$ cat src/design/lorentzian_peak_product_top_macros.svh
`ifndef LORENTZIAN_PEAK_PRODUCT_TOP_MACROS_SVH
`define LORENTZIAN_PEAK_PRODUCT_TOP_MACROS_SVH

// Same-cycle implication, checked on every rising edge outside reset.
`define LPP_ASSERT_NOW(label, ante, cons, msg) \
  label: assert property (@(posedge clk) disable iff (!rst_n) (ante) |-> (cons)) \
    else $error(msg);

// Next-cycle implication, checked on every rising edge outside reset.
`define LPP_ASSERT_NEXT(label, ante, cons, msg) \
  label: assert property (@(posedge clk) disable iff (!rst_n) (ante) |=> (cons)) \
    else $error(msg);

`endif

$ cat src/design/lpp_pkg.sv
`timescale 1ns / 1ps
`default_nettype none

package lpp_pkg;

  // Default number of fraction bits of one factor and of the running product.
  localparam int FACTOR_FRAC_BITS_DEF = 16;

  // Field widths of the item channels.
  localparam int WIDTH_W  = 16;
  localparam int CENTER_W = 24;
  localparam int POINT_W  = 16;
  localparam int HEIGHT_W = 32;
  localparam int PEAK_W   = 32;

  // Internal widths: |point - center| in Q.8, numerator and denominator in Q.16.
  localparam int DIFF_W = 24;
  localparam int NUM_W  = 32;
  localparam int DEN_W  = 49;

  // Register port.
  localparam int CFG_ADDR_W = 3;
  localparam int CFG_DATA_W = 32;
  localparam logic [0:0] REG_RATIO_MODE = 1'b0;

  // Status of a serial arithmetic unit.
  typedef struct packed {
    logic busy;
    logic done;
  } ser_sts_t;

endpackage

`default_nettype wire

$ cat src/design/lpp_div.sv
`timescale 1ns / 1ps
`default_nettype none

// Restoring divider that yields one quotient bit per cycle, most significant
// first, and folds each bit straight into the product by shift and add.
module lpp_div
  import lpp_pkg::*;
#(
  parameter int FRAC_BITS = FACTOR_FRAC_BITS_DEF
) (
  input  wire logic                 clk,
  input  wire logic                 rst_n,
  input  wire logic                 start,
  input  wire logic [NUM_W-1:0]     num,
  input  wire logic [DEN_W-1:0]     den,
  input  wire logic [FRAC_BITS:0]   prod_in,
  output ser_sts_t                  sts,
  output logic      [FRAC_BITS:0]   prod_out
);

  localparam int PROD_W = FRAC_BITS + 1;
  localparam int ACC_W  = 2 * PROD_W;
  localparam int CNT_W  = $clog2(PROD_W);
  localparam logic [CNT_W-1:0] CNT_FIRST = CNT_W'(FRAC_BITS);

  logic              busy_r;
  logic              done_r;
  logic              first_r;
  logic              nz_r;
  logic [CNT_W-1:0]  cnt_r;
  logic [DEN_W-1:0]  rem_r;
  logic [DEN_W-1:0]  den_r;
  logic [PROD_W-1:0] mcand_r;
  logic [ACC_W-1:0]  acc_r;

  logic [DEN_W:0]    rem_sh;
  logic [DEN_W:0]    rem_diff;
  logic              qbit;
  logic [DEN_W-1:0]  rem_nxt;
  logic [ACC_W-1:0]  acc_nxt;

  // One division step: the first step compares the numerator itself, later
  // steps the doubled remainder. A zero numerator keeps every quotient bit out of the product.
  always_comb begin
    rem_sh   = first_r ? {1'b0, rem_r} : {rem_r, 1'b0};
    rem_diff = rem_sh - {1'b0, den_r};
    qbit     = (rem_sh >= {1'b0, den_r});
    rem_nxt  = qbit ? rem_diff[DEN_W-1:0] : rem_sh[DEN_W-1:0];
    acc_nxt  = {acc_r[ACC_W-2:0], 1'b0} + ((qbit && nz_r) ? ACC_W'(mcand_r) : '0);
  end

  // Step control.
  always_ff @(posedge clk) begin
    if (!rst_n) begin
      busy_r  <= 1'b0;
      done_r  <= 1'b0;
      first_r <= 1'b0;
      cnt_r   <= '0;
    end else begin
      done_r <= 1'b0;
      if (start) begin
        busy_r  <= 1'b1;
        first_r <= 1'b1;
        cnt_r   <= CNT_FIRST;
      end else if (busy_r) begin
        first_r <= 1'b0;
        cnt_r   <= cnt_r - 1'b1;
        if (cnt_r == '0) begin
          busy_r <= 1'b0;
          done_r <= 1'b1;
        end
      end
    end
  end

  // Operand and remainder shift registers.
  always_ff @(posedge clk) begin
    if (start) begin
      nz_r    <= (num != '0);
      rem_r   <= DEN_W'(num);
      den_r   <= den;
      mcand_r <= prod_in;
      acc_r   <= '0;
    end else if (busy_r) begin
      rem_r <= rem_nxt;
      acc_r <= acc_nxt;
    end
  end

  assign sts.busy = busy_r;
  assign sts.done = done_r;
  assign prod_out = acc_r[ACC_W-2:FRAC_BITS];

endmodule

`default_nettype wire

$ cat src/design/lpp_hmul.sv
`timescale 1ns / 1ps
`default_nettype none

// Bit-serial multiplier for height times product, one product bit per cycle,
// most significant bit first.
module lpp_hmul
  import lpp_pkg::*;
#(
  parameter int FRAC_BITS = FACTOR_FRAC_BITS_DEF
) (
  input  wire logic                 clk,
  input  wire logic                 rst_n,
  input  wire logic                 start,
  input  wire logic [HEIGHT_W-1:0]  height,
  input  wire logic [FRAC_BITS:0]   prod_in,
  output ser_sts_t                  sts,
  output logic      [PEAK_W-1:0]    peak
);

  localparam int PROD_W = FRAC_BITS + 1;
  localparam int ACC_W  = HEIGHT_W + PROD_W;
  localparam int CNT_W  = $clog2(PROD_W);
  localparam logic [CNT_W-1:0] CNT_FIRST = CNT_W'(FRAC_BITS);

  logic                busy_r;
  logic                done_r;
  logic [CNT_W-1:0]    cnt_r;
  logic [PROD_W-1:0]   mplr_r;
  logic [HEIGHT_W-1:0] h_r;
  logic [ACC_W-1:0]    acc_r;
  logic [ACC_W-1:0]    acc_nxt;

  // Double the partial sum and add the height where the product bit is set.
  always_comb begin
    acc_nxt = {acc_r[ACC_W-2:0], 1'b0} + (mplr_r[PROD_W-1] ? ACC_W'(h_r) : '0);
  end

  // Step control.
  always_ff @(posedge clk) begin
    if (!rst_n) begin
      busy_r <= 1'b0;
      done_r <= 1'b0;
      cnt_r  <= '0;
    end else begin
      done_r <= 1'b0;
      if (start) begin
        busy_r <= 1'b1;
        cnt_r  <= CNT_FIRST;
      end else if (busy_r) begin
        cnt_r <= cnt_r - 1'b1;
        if (cnt_r == '0) begin
          busy_r <= 1'b0;
          done_r <= 1'b1;
        end
      end
    end
  end

  // Multiplier shift register and accumulator.
  always_ff @(posedge clk) begin
    if (start) begin
      mplr_r <= prod_in;
      h_r    <= height;
      acc_r  <= '0;
    end else if (busy_r) begin
      mplr_r <= {mplr_r[PROD_W-2:0], 1'b0};
      acc_r  <= acc_nxt;
    end
  end

  assign sts.busy = busy_r;
  assign sts.done = done_r;
  assign peak     = acc_r[FRAC_BITS+PEAK_W-1:FRAC_BITS];

endmodule

`default_nettype wire

$ cat src/design/lorentzian_peak_product_top.sv
// Channel   Handshake               Payload
// input     in_valid / in_ready     in_width, in_center, in_point, in_height, in_last_dim
// result    out_valid / out_ready   out_peak_value
// register  psel/penable/pwrite     paddr, pwdata, prdata, pready (always high)
//
// One item at a time: after a non-last item the next one is accepted once the sequencer has
// gone through S_DIFF, S_SQR and the bit-serial divider in S_DIV and is back in S_IDLE.
// A last-dimension item also waits for the serial height multiply and the output load.
// Reset is synchronous and active low; it sets the running product to one and ratio_mode
// to 0, and holds in_ready low. A stalled result waits in the output register; a finished
// last item waits for that register before the next item.
`timescale 1ns / 1ps
`default_nettype none
`include "lorentzian_peak_product_top_macros.svh"

module lorentzian_peak_product_top
  import lpp_pkg::*;
#(
  parameter int FACTOR_FRAC_BITS = FACTOR_FRAC_BITS_DEF
) (
  input  wire logic                  clk,
  input  wire logic                  rst_n,
  input  wire logic                  in_valid,
  output logic                       in_ready,
  input  wire logic [WIDTH_W-1:0]    in_width,
  input  wire logic [CENTER_W-1:0]   in_center,
  input  wire logic [POINT_W-1:0]    in_point,
  input  wire logic [HEIGHT_W-1:0]   in_height,
  input  wire logic                  in_last_dim,
  output logic                       out_valid,
  input  wire logic                  out_ready,
  output logic      [PEAK_W-1:0]     out_peak_value,
  input  wire logic                  psel,
  input  wire logic                  penable,
  input  wire logic                  pwrite,
  input  wire logic [CFG_ADDR_W-1:0] paddr,
  input  wire logic [CFG_DATA_W-1:0] pwdata,
  output logic      [CFG_DATA_W-1:0] prdata,
  output logic                       pready
);

  localparam int PROD_W = FACTOR_FRAC_BITS + 1;
  localparam logic [PROD_W-1:0] UNIT = {1'b1, {FACTOR_FRAC_BITS{1'b0}}};

  typedef enum logic [2:0] {
    S_IDLE,
    S_DIFF,
    S_SQR,
    S_DIV,
    S_HMUL,
    S_OUT
  } state_t;

  state_t              state_r, state_nxt;
  logic                out_valid_r, out_valid_nxt;
  logic [PEAK_W-1:0]   out_peak_r, out_peak_nxt;
  logic [PROD_W-1:0]   product_r, product_nxt;
  logic                ratio_mode_r;

  logic [WIDTH_W-1:0]  w_r;
  logic [CENTER_W-1:0] c_r;
  logic [POINT_W-1:0]  p_r;
  logic [HEIGHT_W-1:0] h_r;
  logic                last_r;
  logic [DIFF_W-1:0]   ad_r;
  logic [NUM_W-1:0]    num_r;

  logic [DIFF_W-1:0]   p8;
  logic [NUM_W-1:0]    num_calc;
  logic [DEN_W-1:0]    den_calc;
  logic                in_fire;
  logic                cfg_wr;
  logic                div_start;
  logic                hmul_start;
  ser_sts_t            div_sts;
  ser_sts_t            hmul_sts;
  logic [PROD_W-1:0]   div_prod;
  logic [PEAK_W-1:0]   hmul_peak;

  assign in_fire = in_valid && in_ready;
  assign p8      = {p_r, 8'b0};

  // Register port: writes complete in the access phase.
  assign pready = 1'b1;
  assign cfg_wr = psel && penable && pwrite && pready;

  always_ff @(posedge clk) begin
    if (!rst_n) begin
      ratio_mode_r <= 1'b0;
    end else if (cfg_wr && (paddr[2] == REG_RATIO_MODE)) begin
      ratio_mode_r <= pwdata[0];
    end
  end

  always_comb begin
    prdata = '0;
    if (paddr[2] == REG_RATIO_MODE) begin
      prdata = CFG_DATA_W'(ratio_mode_r);
    end
  end

  // Numerator and distance, then denominator from the squared distance.
  always_comb begin
    num_calc = ratio_mode_r ? NUM_W'({w_r, 8'b0}) : NUM_W'(w_r * w_r);
    den_calc = DEN_W'(num_r) + DEN_W'(ad_r * ad_r);
  end

  // Captured item fields and first arithmetic stage.
  always_ff @(posedge clk) begin
    if (in_fire) begin
      w_r    <= in_width;
      c_r    <= in_center;
      p_r    <= in_point;
      h_r    <= in_height;
      last_r <= in_last_dim;
    end
    if (state_r == S_DIFF) begin
      ad_r  <= (p8 >= c_r) ? (p8 - c_r) : (c_r - p8);
      num_r <= num_calc;
    end
  end

  assign div_start  = (state_r == S_SQR);
  assign hmul_start = (state_r == S_DIV) && div_sts.done && last_r;

  lpp_div #(
    .FRAC_BITS (FACTOR_FRAC_BITS)
  ) u_div (
    .clk      (clk),
    .rst_n    (rst_n),
    .start    (div_start),
    .num      (num_r),
    .den      (den_calc),
    .prod_in  (product_r),
    .sts      (div_sts),
    .prod_out (div_prod)
  );

  lpp_hmul #(
    .FRAC_BITS (FACTOR_FRAC_BITS)
  ) u_hmul (
    .clk     (clk),
    .rst_n   (rst_n),
    .start   (hmul_start),
    .height  (h_r),
    .prod_in (div_prod),
    .sts     (hmul_sts),
    .peak    (hmul_peak)
  );

  // Sequencer, running product and output register.
  always_comb begin
    state_nxt     = state_r;
    product_nxt   = product_r;
    out_valid_nxt = out_valid_r;
    out_peak_nxt  = out_peak_r;
    if (out_valid_r && out_ready) begin
      out_valid_nxt = 1'b0;
    end
    case (state_r)
      S_IDLE: begin
        if (in_valid) begin
          state_nxt = S_DIFF;
        end
      end
      S_DIFF: begin
        state_nxt = S_SQR;
      end
      S_SQR: begin
        state_nxt = S_DIV;
      end
      S_DIV: begin
        if (div_sts.done) begin
          if (last_r) begin
            // The multiplier has taken the product; start the next evaluation at one.
            product_nxt = UNIT;
            state_nxt   = S_HMUL;
          end else begin
            product_nxt = div_prod;
            state_nxt   = S_IDLE;
          end
        end
      end
      S_HMUL: begin
        if (hmul_sts.done) begin
          state_nxt = S_OUT;
        end
      end
      S_OUT: begin
        if (!out_valid_r || out_ready) begin
          out_valid_nxt = 1'b1;
          out_peak_nxt  = hmul_peak;
          state_nxt     = S_IDLE;
        end
      end
      default: begin
        state_nxt = S_IDLE;
      end
    endcase
  end

  always_ff @(posedge clk) begin
    if (!rst_n) begin
      state_r     <= S_IDLE;
      product_r   <= UNIT;
      out_valid_r <= 1'b0;
      out_peak_r  <= '0;
    end else begin
      state_r     <= state_nxt;
      product_r   <= product_nxt;
      out_valid_r <= out_valid_nxt;
      out_peak_r  <= out_peak_nxt;
    end
  end

  // No item is taken while reset is held.
  assign in_ready       = (state_r == S_IDLE) && rst_n;
  assign out_valid      = out_valid_r;
  assign out_peak_value = out_peak_r;

  // Checks on the sequencing of the two serial units and on the running product.
  `LPP_ASSERT_NOW(a_div_done_state, div_sts.done, state_r == S_DIV, "divider done out of state")
  `LPP_ASSERT_NOW(a_hmul_done_state, hmul_sts.done, state_r == S_HMUL, "multiplier done out of state")
  `LPP_ASSERT_NOW(a_units_exclusive, div_sts.busy, !hmul_sts.busy, "serial units overlap")
  `LPP_ASSERT_NOW(a_product_range, 1'b1, product_r <= UNIT, "running product above one")
  `LPP_ASSERT_NEXT(a_last_resets_product, hmul_start, product_r == UNIT, "product not set to one")

endmodule

`default_nettype wire
$ cat config.mk
export PLATFORM = sky130hd
export DESIGN_NAME = lorentzian_peak_product_top
export DESIGN_NICKNAME = d
export VERILOG_FILES = /design/src/design/lpp_pkg.sv /design/src/design/lpp_div.sv /design/src/design/lpp_hmul.sv /design/src/design/lorentzian_peak_product_top.sv
export VERILOG_INCLUDE_DIRS = /design/src /design/src/design
export SDC_FILE = /design/constraint.sdc
export NUM_CORES = 2
export LEC_CHECK = 0
export ABC_AREA = 1
export BUFFER_PORTS_ARGS = -buffer_cell sky130_fd_sc_hd__buf_2
export CORE_ASPECT_RATIO = 2
export CORE_MARGIN = 2
export CORE_UTILIZATION = 60
export CTS_CLUSTER_DIAMETER = 100
export DETAILED_ROUTE_END_ITERATION = 6
export PLACE_DENSITY_LB_ADDON = 0.25
export RECOVER_POWER = 25
export REMOVE_ABC_BUFFERS = 1
export SYNTH_ARGS = -nofsm -noshare
export SYNTH_HDL_FRONTEND = slang
export SYNTH_SLANG_ARGS = --single-unit
$ cat constraint.sdc
create_clock -name clk -period 10.2 [get_ports clk]
set_clock_uncertainty 0.2 [all_clocks]
set_input_delay 1.02 -clock clk [delete_from_list [all_inputs] [get_ports clk]]
set_output_delay 1.02 -clock clk [all_outputs]
set_load 0.02 [all_outputs]
Yosys cells after proc, flatten, opt, wreduce, memory -nomap -nowiden
Index checks and enable logic that the tools add are counted.
- register bits after elaboration: 460
- $mul: 2
- eq/ne operators: 9
- $lt $le $gt $ge: 2
- bitwise operators: 4
- add/subtract/negate cells: 8
- multiplexer cells: 35
- reduce and logical (&&, ||, !) cells: 24
- operators by type and width (cell ; number):
    32-bit two-way mux ; 3
    17-bit two-way mux ; 4
    50-bit by 49-bit greater-or-equal comparator with 1-bit output ; 1
    50-bit two-way mux ; 1
    32-bit by 48-bit adder with 49-bit output ; 1
    49-bit two-way mux ; 1
    49-bit subtractor ; 1
    48-bit by 32-bit adder with 48-bit output ; 1
    24-bit by 24-bit multiplier with 48-bit output ; 1
    24-bit two-way mux ; 2
    24-bit subtractor ; 2
    33-bit by 17-bit adder with 33-bit output ; 1
    16-bit by 16-bit multiplier with 32-bit output ; 1
    32-bit nonzero test ; 1
    24-bit greater-or-equal comparator ; 1
    5-bit two-way mux ; 4
    3-bit case mux with 6 select lines ; 1
    3-bit two-way mux ; 5
    1-bit two-way mux ; 14
    5-bit logical NOT ; 2
    5-bit by 1-bit subtractor with 5-bit output (second input constant) ; 2
    1-bit logical AND ; 9
    3-bit by 2-bit equality test with 1-bit output (second input constant) ; 2
    3-bit equality test (second input constant) ; 2
    other kinds (12) ; 21

Longest topological paths before layout
- depth after elaboration: 5
- depth in mapped cells: 35

By module
Synthesis repeated with hierarchy kept, for this count alone.
- cells, all modules: 7755
- area, all modules: 56255.2 sq um
- by module, submodules not included (module ; area an instance (sq um) ; cells an instance ; instances):
    lorentzian_peak_product_top ; 35733.0 ; 4532 ; 1
    lpp_div ; 12958.7 ; 2054 ; 1
    lpp_hmul ; 7563.5 ; 1169 ; 1

Worst setup path after synthesis
No wires, ideal clock.
- path type: in2reg
- from: input rst_n
- to: register c_r[0], enable pin
- path slack: 1.806 ns
- required time: 9.355 ns
- stages on the path: 3
- arrival time: 7.549 ns
- path through: clkbuf_1 > clkinv_1 > nor3_1
- longest elaborated chain between the ends: 2
- RTL lines (element ; RTL line ; source):
    from (decl) ; lorentzian_peak_product_top.sv:22 ; input wire logic rst_n,
    1-bit logical AND ; lorentzian_peak_product_top.sv:217 ; assign in_ready = (state_r == S_IDLE) && rst_n;
    1-bit logical AND ; lorentzian_peak_product_top.sv:80 ; assign in_fire = in_valid && in_ready;
    named net in_fire ; lorentzian_peak_product_top.sv:71 ; logic in_fire;
    to (signal assigned) ; lorentzian_peak_product_top.sv:112 ; c_r <= in_center;
    to (decl) ; lorentzian_peak_product_top.sv:61 ; logic [CENTER_W-1:0] c_r;
The timed path passes the listed nets, and every way through them passes these cells.
A chain may end at the register's enable or synchronous reset.

Worst setup path after layout
- from: register ad_r[0]
- to: register u_div.den_r[43], data pin
- longest elaborated chain between the ends: 2
- RTL lines (element ; RTL line ; source):
    from (decl) ; lorentzian_peak_product_top.sv:65 ; logic [DIFF_W-1:0] ad_r;
    from (signal assigned) ; lorentzian_peak_product_top.sv:118 ; ad_r <= (p8 >= c_r) ? (p8 - c_r) : (c_r - p8);
    24-bit by 24-bit multiplier with 48-bit output ; lorentzian_peak_product_top.sv:105 ; den_calc = DEN_W'(num_r) + DEN_W'(ad_r * ad_r);
    32-bit by 48-bit adder with 49-bit output ; lorentzian_peak_product_top.sv:105 ;
    named net den_calc[43] ; lorentzian_peak_product_top.sv:70 ; logic [DEN_W-1:0] den_calc;
    to (signal assigned) ; lpp_div.sv:81 ; den_r <= den;
    to (decl) ; lpp_div.sv:32 ; logic [DEN_W-1:0] den_r;
The timed path passes the listed nets, and every way through them passes these cells.

==> impl_metrics.ini <==
[outcome]
run_status = finished, violations left
violations_in_the_final_reports = capacitance limit, slew limit

[sta]
max_clock_freq_mhz = 122.4
rsz_0062_raised_after_global_routing = false
finalHoldViolCount = 0
period_needed_ps = 8170
final.period_utilization_pct = 80.10
report.final.slew_viol_count = 122
tightest_pin_transition_ps = 3293
totalNegativeSetupSlack_ps = 0
slew_headroom_pct = -119.6
setup-violations-final = 0

[place]
postPlaceCellArea_sq_mm = 0.05561
buffer_ports.inserted = 132
finalWeightedCongestion = 1.032
half_perimeter_wire_length_after_placement_microns = 122800

[logic_synthesis]
synth_enable_flop_cells = 292
async_reset_ff_share_pct = 0
yosys_warnings = 0
synthesis.area_sq_mm = 0.05406
fraction_of_post_synthesis_cell_area_in_the_top_cell_type_by_area_pct = 22.96
synth.avg_cell_area_sq_um = 7.535
postSynthCellCount = 7175
synth_area_leader_cell = fa_1
most_instantiated_cells_after_synthesis = 1815 x inv_1, 1755 x nand2_1, 620 x fa_1, 486 x nor2_1, 413 x ha_1
ys_seq_elements = 459
yosysMostFrequentCell = inv_1
synth.distinct_cells = 51
ys.flop_type = edfxtp_1
yosys-top-cells-area = fa_1 23%, edfxtp_1 16%, inv_1 13%, nand2_1 12%, ha_1 9.6%
synth_seq_area_share_pct = 22.40

[clocking]
cts_setup_buffers = 0
hold_buffers = 0
cts.repair.resized = 0
worstSkewPairLatency_ps = 640
clk_pin_slew_worst_paths_ps = 70
htreeDepth = 2
tritoncts_clock_tree = done
cts.sinks = 459
cts-buffers-inserted = 44
cts-root-buf = clkbuf_16
cts-root-to-sink-buffers = 3

[job]
max_cap_viols = 3

[routing]
met2WireLength_microns = 81970
detailedRoute.firstPassIterationCount = 7
dr.max_layer_used = met5
routed_via_density = 5.355
met3RoutedLength_microns = 6437
wl_microns = 151000
num_vias = 45070
drt-initial-drc-count = 2523
post_route_drc = 0
met1_length_microns = 49060
final_antenna_net_count = 0
wl_per_cell_microns = 17.94

[floorplanning]
placementRows = 155
initial_core_util_pct = 60.60
die-width_microns = 216.3
die_area_sq_mm = 0.09267
boundaryPins = 198
fp.dieH_microns = 428.5
coreArea_sq_mm = 0.08921

[hold_path]
timing.hold.worst_path_depth = 0
timing.hold.worst.class = reg -> reg
min_delay_worst_endpoint = u_hmul.h_r[31]
timing.hold.worst.start = h_r[31]

[setup_path]
reg2reg_depth = 21
critPathMaxFanout = 24
cp-start-kind = flip-flop
setup.worst_path.end_class = flip-flop
crit-reg2reg-launch = ad_r[0]
critPathKind = reg -> reg
critical_path.reg2reg.endpoint = u_div.den_r[43]
worstPathRequired_ps = 10370
ff_to_ff_setup_slack_ps = 2030
endpoint_arrival_time_on_the_critical_path_ps = 8340

[final_layout]
finish.instance_area_sq_mm = 0.05707
num_antenna_cells = 0
regArea_sq_mm = 0.01211
num-nets-final = 8369
fillerInstances = 8100
final_layout_size_suffix_gt1_share_pct = 4.586
multi_input_gate_area_sq_mm = 0.03423
syn_to_final_growth_pct = 5.557

[grt]
maximum_number_of_pins_on_one_net_before_global_route_repair = 78
antenna_found_initial = 1
wire_length_of_the_first_global_routing_pass_microns = 240700
grt_overflow_total = 0
global_route_usage_over_all_layers_pct = 33.31
first_global_vias = 48310
==> state kept, by name (all words and copies together), names as in the netlist, 16 cells and up <==
register	flops
ad_r	24
u_hmul.mplr_r	17
num_r	31
out_peak_value	32
w_r	16
u_div.den_r	49
h_r	32
u_hmul.acc_r	48
p_r	16
u_div.acc_r	33
u_hmul.h_r	32
c_r	24
u_div.rem_r	49
u_div.mcand_r	17
product_r	17
==> cells in the final DEF (no fill, tap or decap), drive strengths merged, types with 18 or more instances in the layout <==
master  instances
xnor2          52
a21o           18
nand2        1757
nor4           20
a21oi         291
xor2           84
ha            413
clkbuf         60
conb           33
fa            620
nor2          500
or2            65
edfxtp        292
nand3         280
o21ai         327
buf           167
nor3           55
inv          1827
dfxtp         167
nand4          99
==> routing by layer <==
layer	track usage [%]	up-vias
met3	3.872	657
met4	25.71	2
met5	0	-
met1	31.36	21300
met2	64.16	1400
li1	-	21720
==> metrics by stage <==
step	hold slack, ps	utilization, %	cells	worst slack (ps)
after floorplan	200.3	-	6989	1757
after global placement	200.5	62.34	8336	2442
after detailed placement	204.5	62.34	8336	2334
after CTS	213.1	63.99	8417	2299
after global routing	219.5	63.97	8417	1715
final	212.0	63.97	8417	2030
==> how the worst max path moves through the flow <==
stage	slack, ps	start	endpoint
after global routing	1710	ad_r[0]	u_div.den_r[43]
after CTS	2300	ad_r[1]	u_div.den_r[47]
final	2030	ad_r[0]	u_div.den_r[43]
after global placement	2440	ad_r[1]	u_div.den_r[47]
after detailed placement	2330	ad_r[1]	u_div.den_r[47]
after floorplan	1760	rst_n	c_r[0]
==> cells by family (layout without fill, tap and decap cells) <==
| group | after synthesis | in the layout | share of synthesized area [%] |
|---|---|---|---|
| buffers and inverters | 2039 | 2073 | 14.55 |
| AOI/OAI and AO/OA | 711 | 711 | 7.008 |
| other | 2 | 33 | 0.01389 |
| xor gates and xnor gates | 136 | 136 | 2.203 |
| DFF | 459 | 459 | 22.40 |
| and+or+nand+nor | 2795 | 2795 | 21.30 |
| adders and majority gates | 1033 | 1033 | 32.52 |
==> critical path: stages (launching register included) <==
cell and delay [ps]:
edfxtp_1 1180, nand2_1 240, fa_1 600, inv_1 50
fa_1 500, fa_1 540, inv_1 50, fa_1 490
inv_1 60, fa_1 490, fa_1 490, inv_1 50
fa_1 470, inv_1 40, ha_1 340, nand2_1 120
nor2_1 510, inv_1 190, nor3_1 830, nand4_1 180
nand3_1 190, xor2_1 80
==> final cells by class <==
cell class	count	area share [%]
multi-input combinational	4708	59.98
tap	1177	2.581
inverter	1822	11.98
clock buffer	57	2.087
timing repair buffer	170	1.642
clock inverter	24	0.4955
sequential	459	21.23
Power is left out: the tool's default activity adds up to more than one toggle a clock period on the data nets, which glitch-free logic cannot reach.
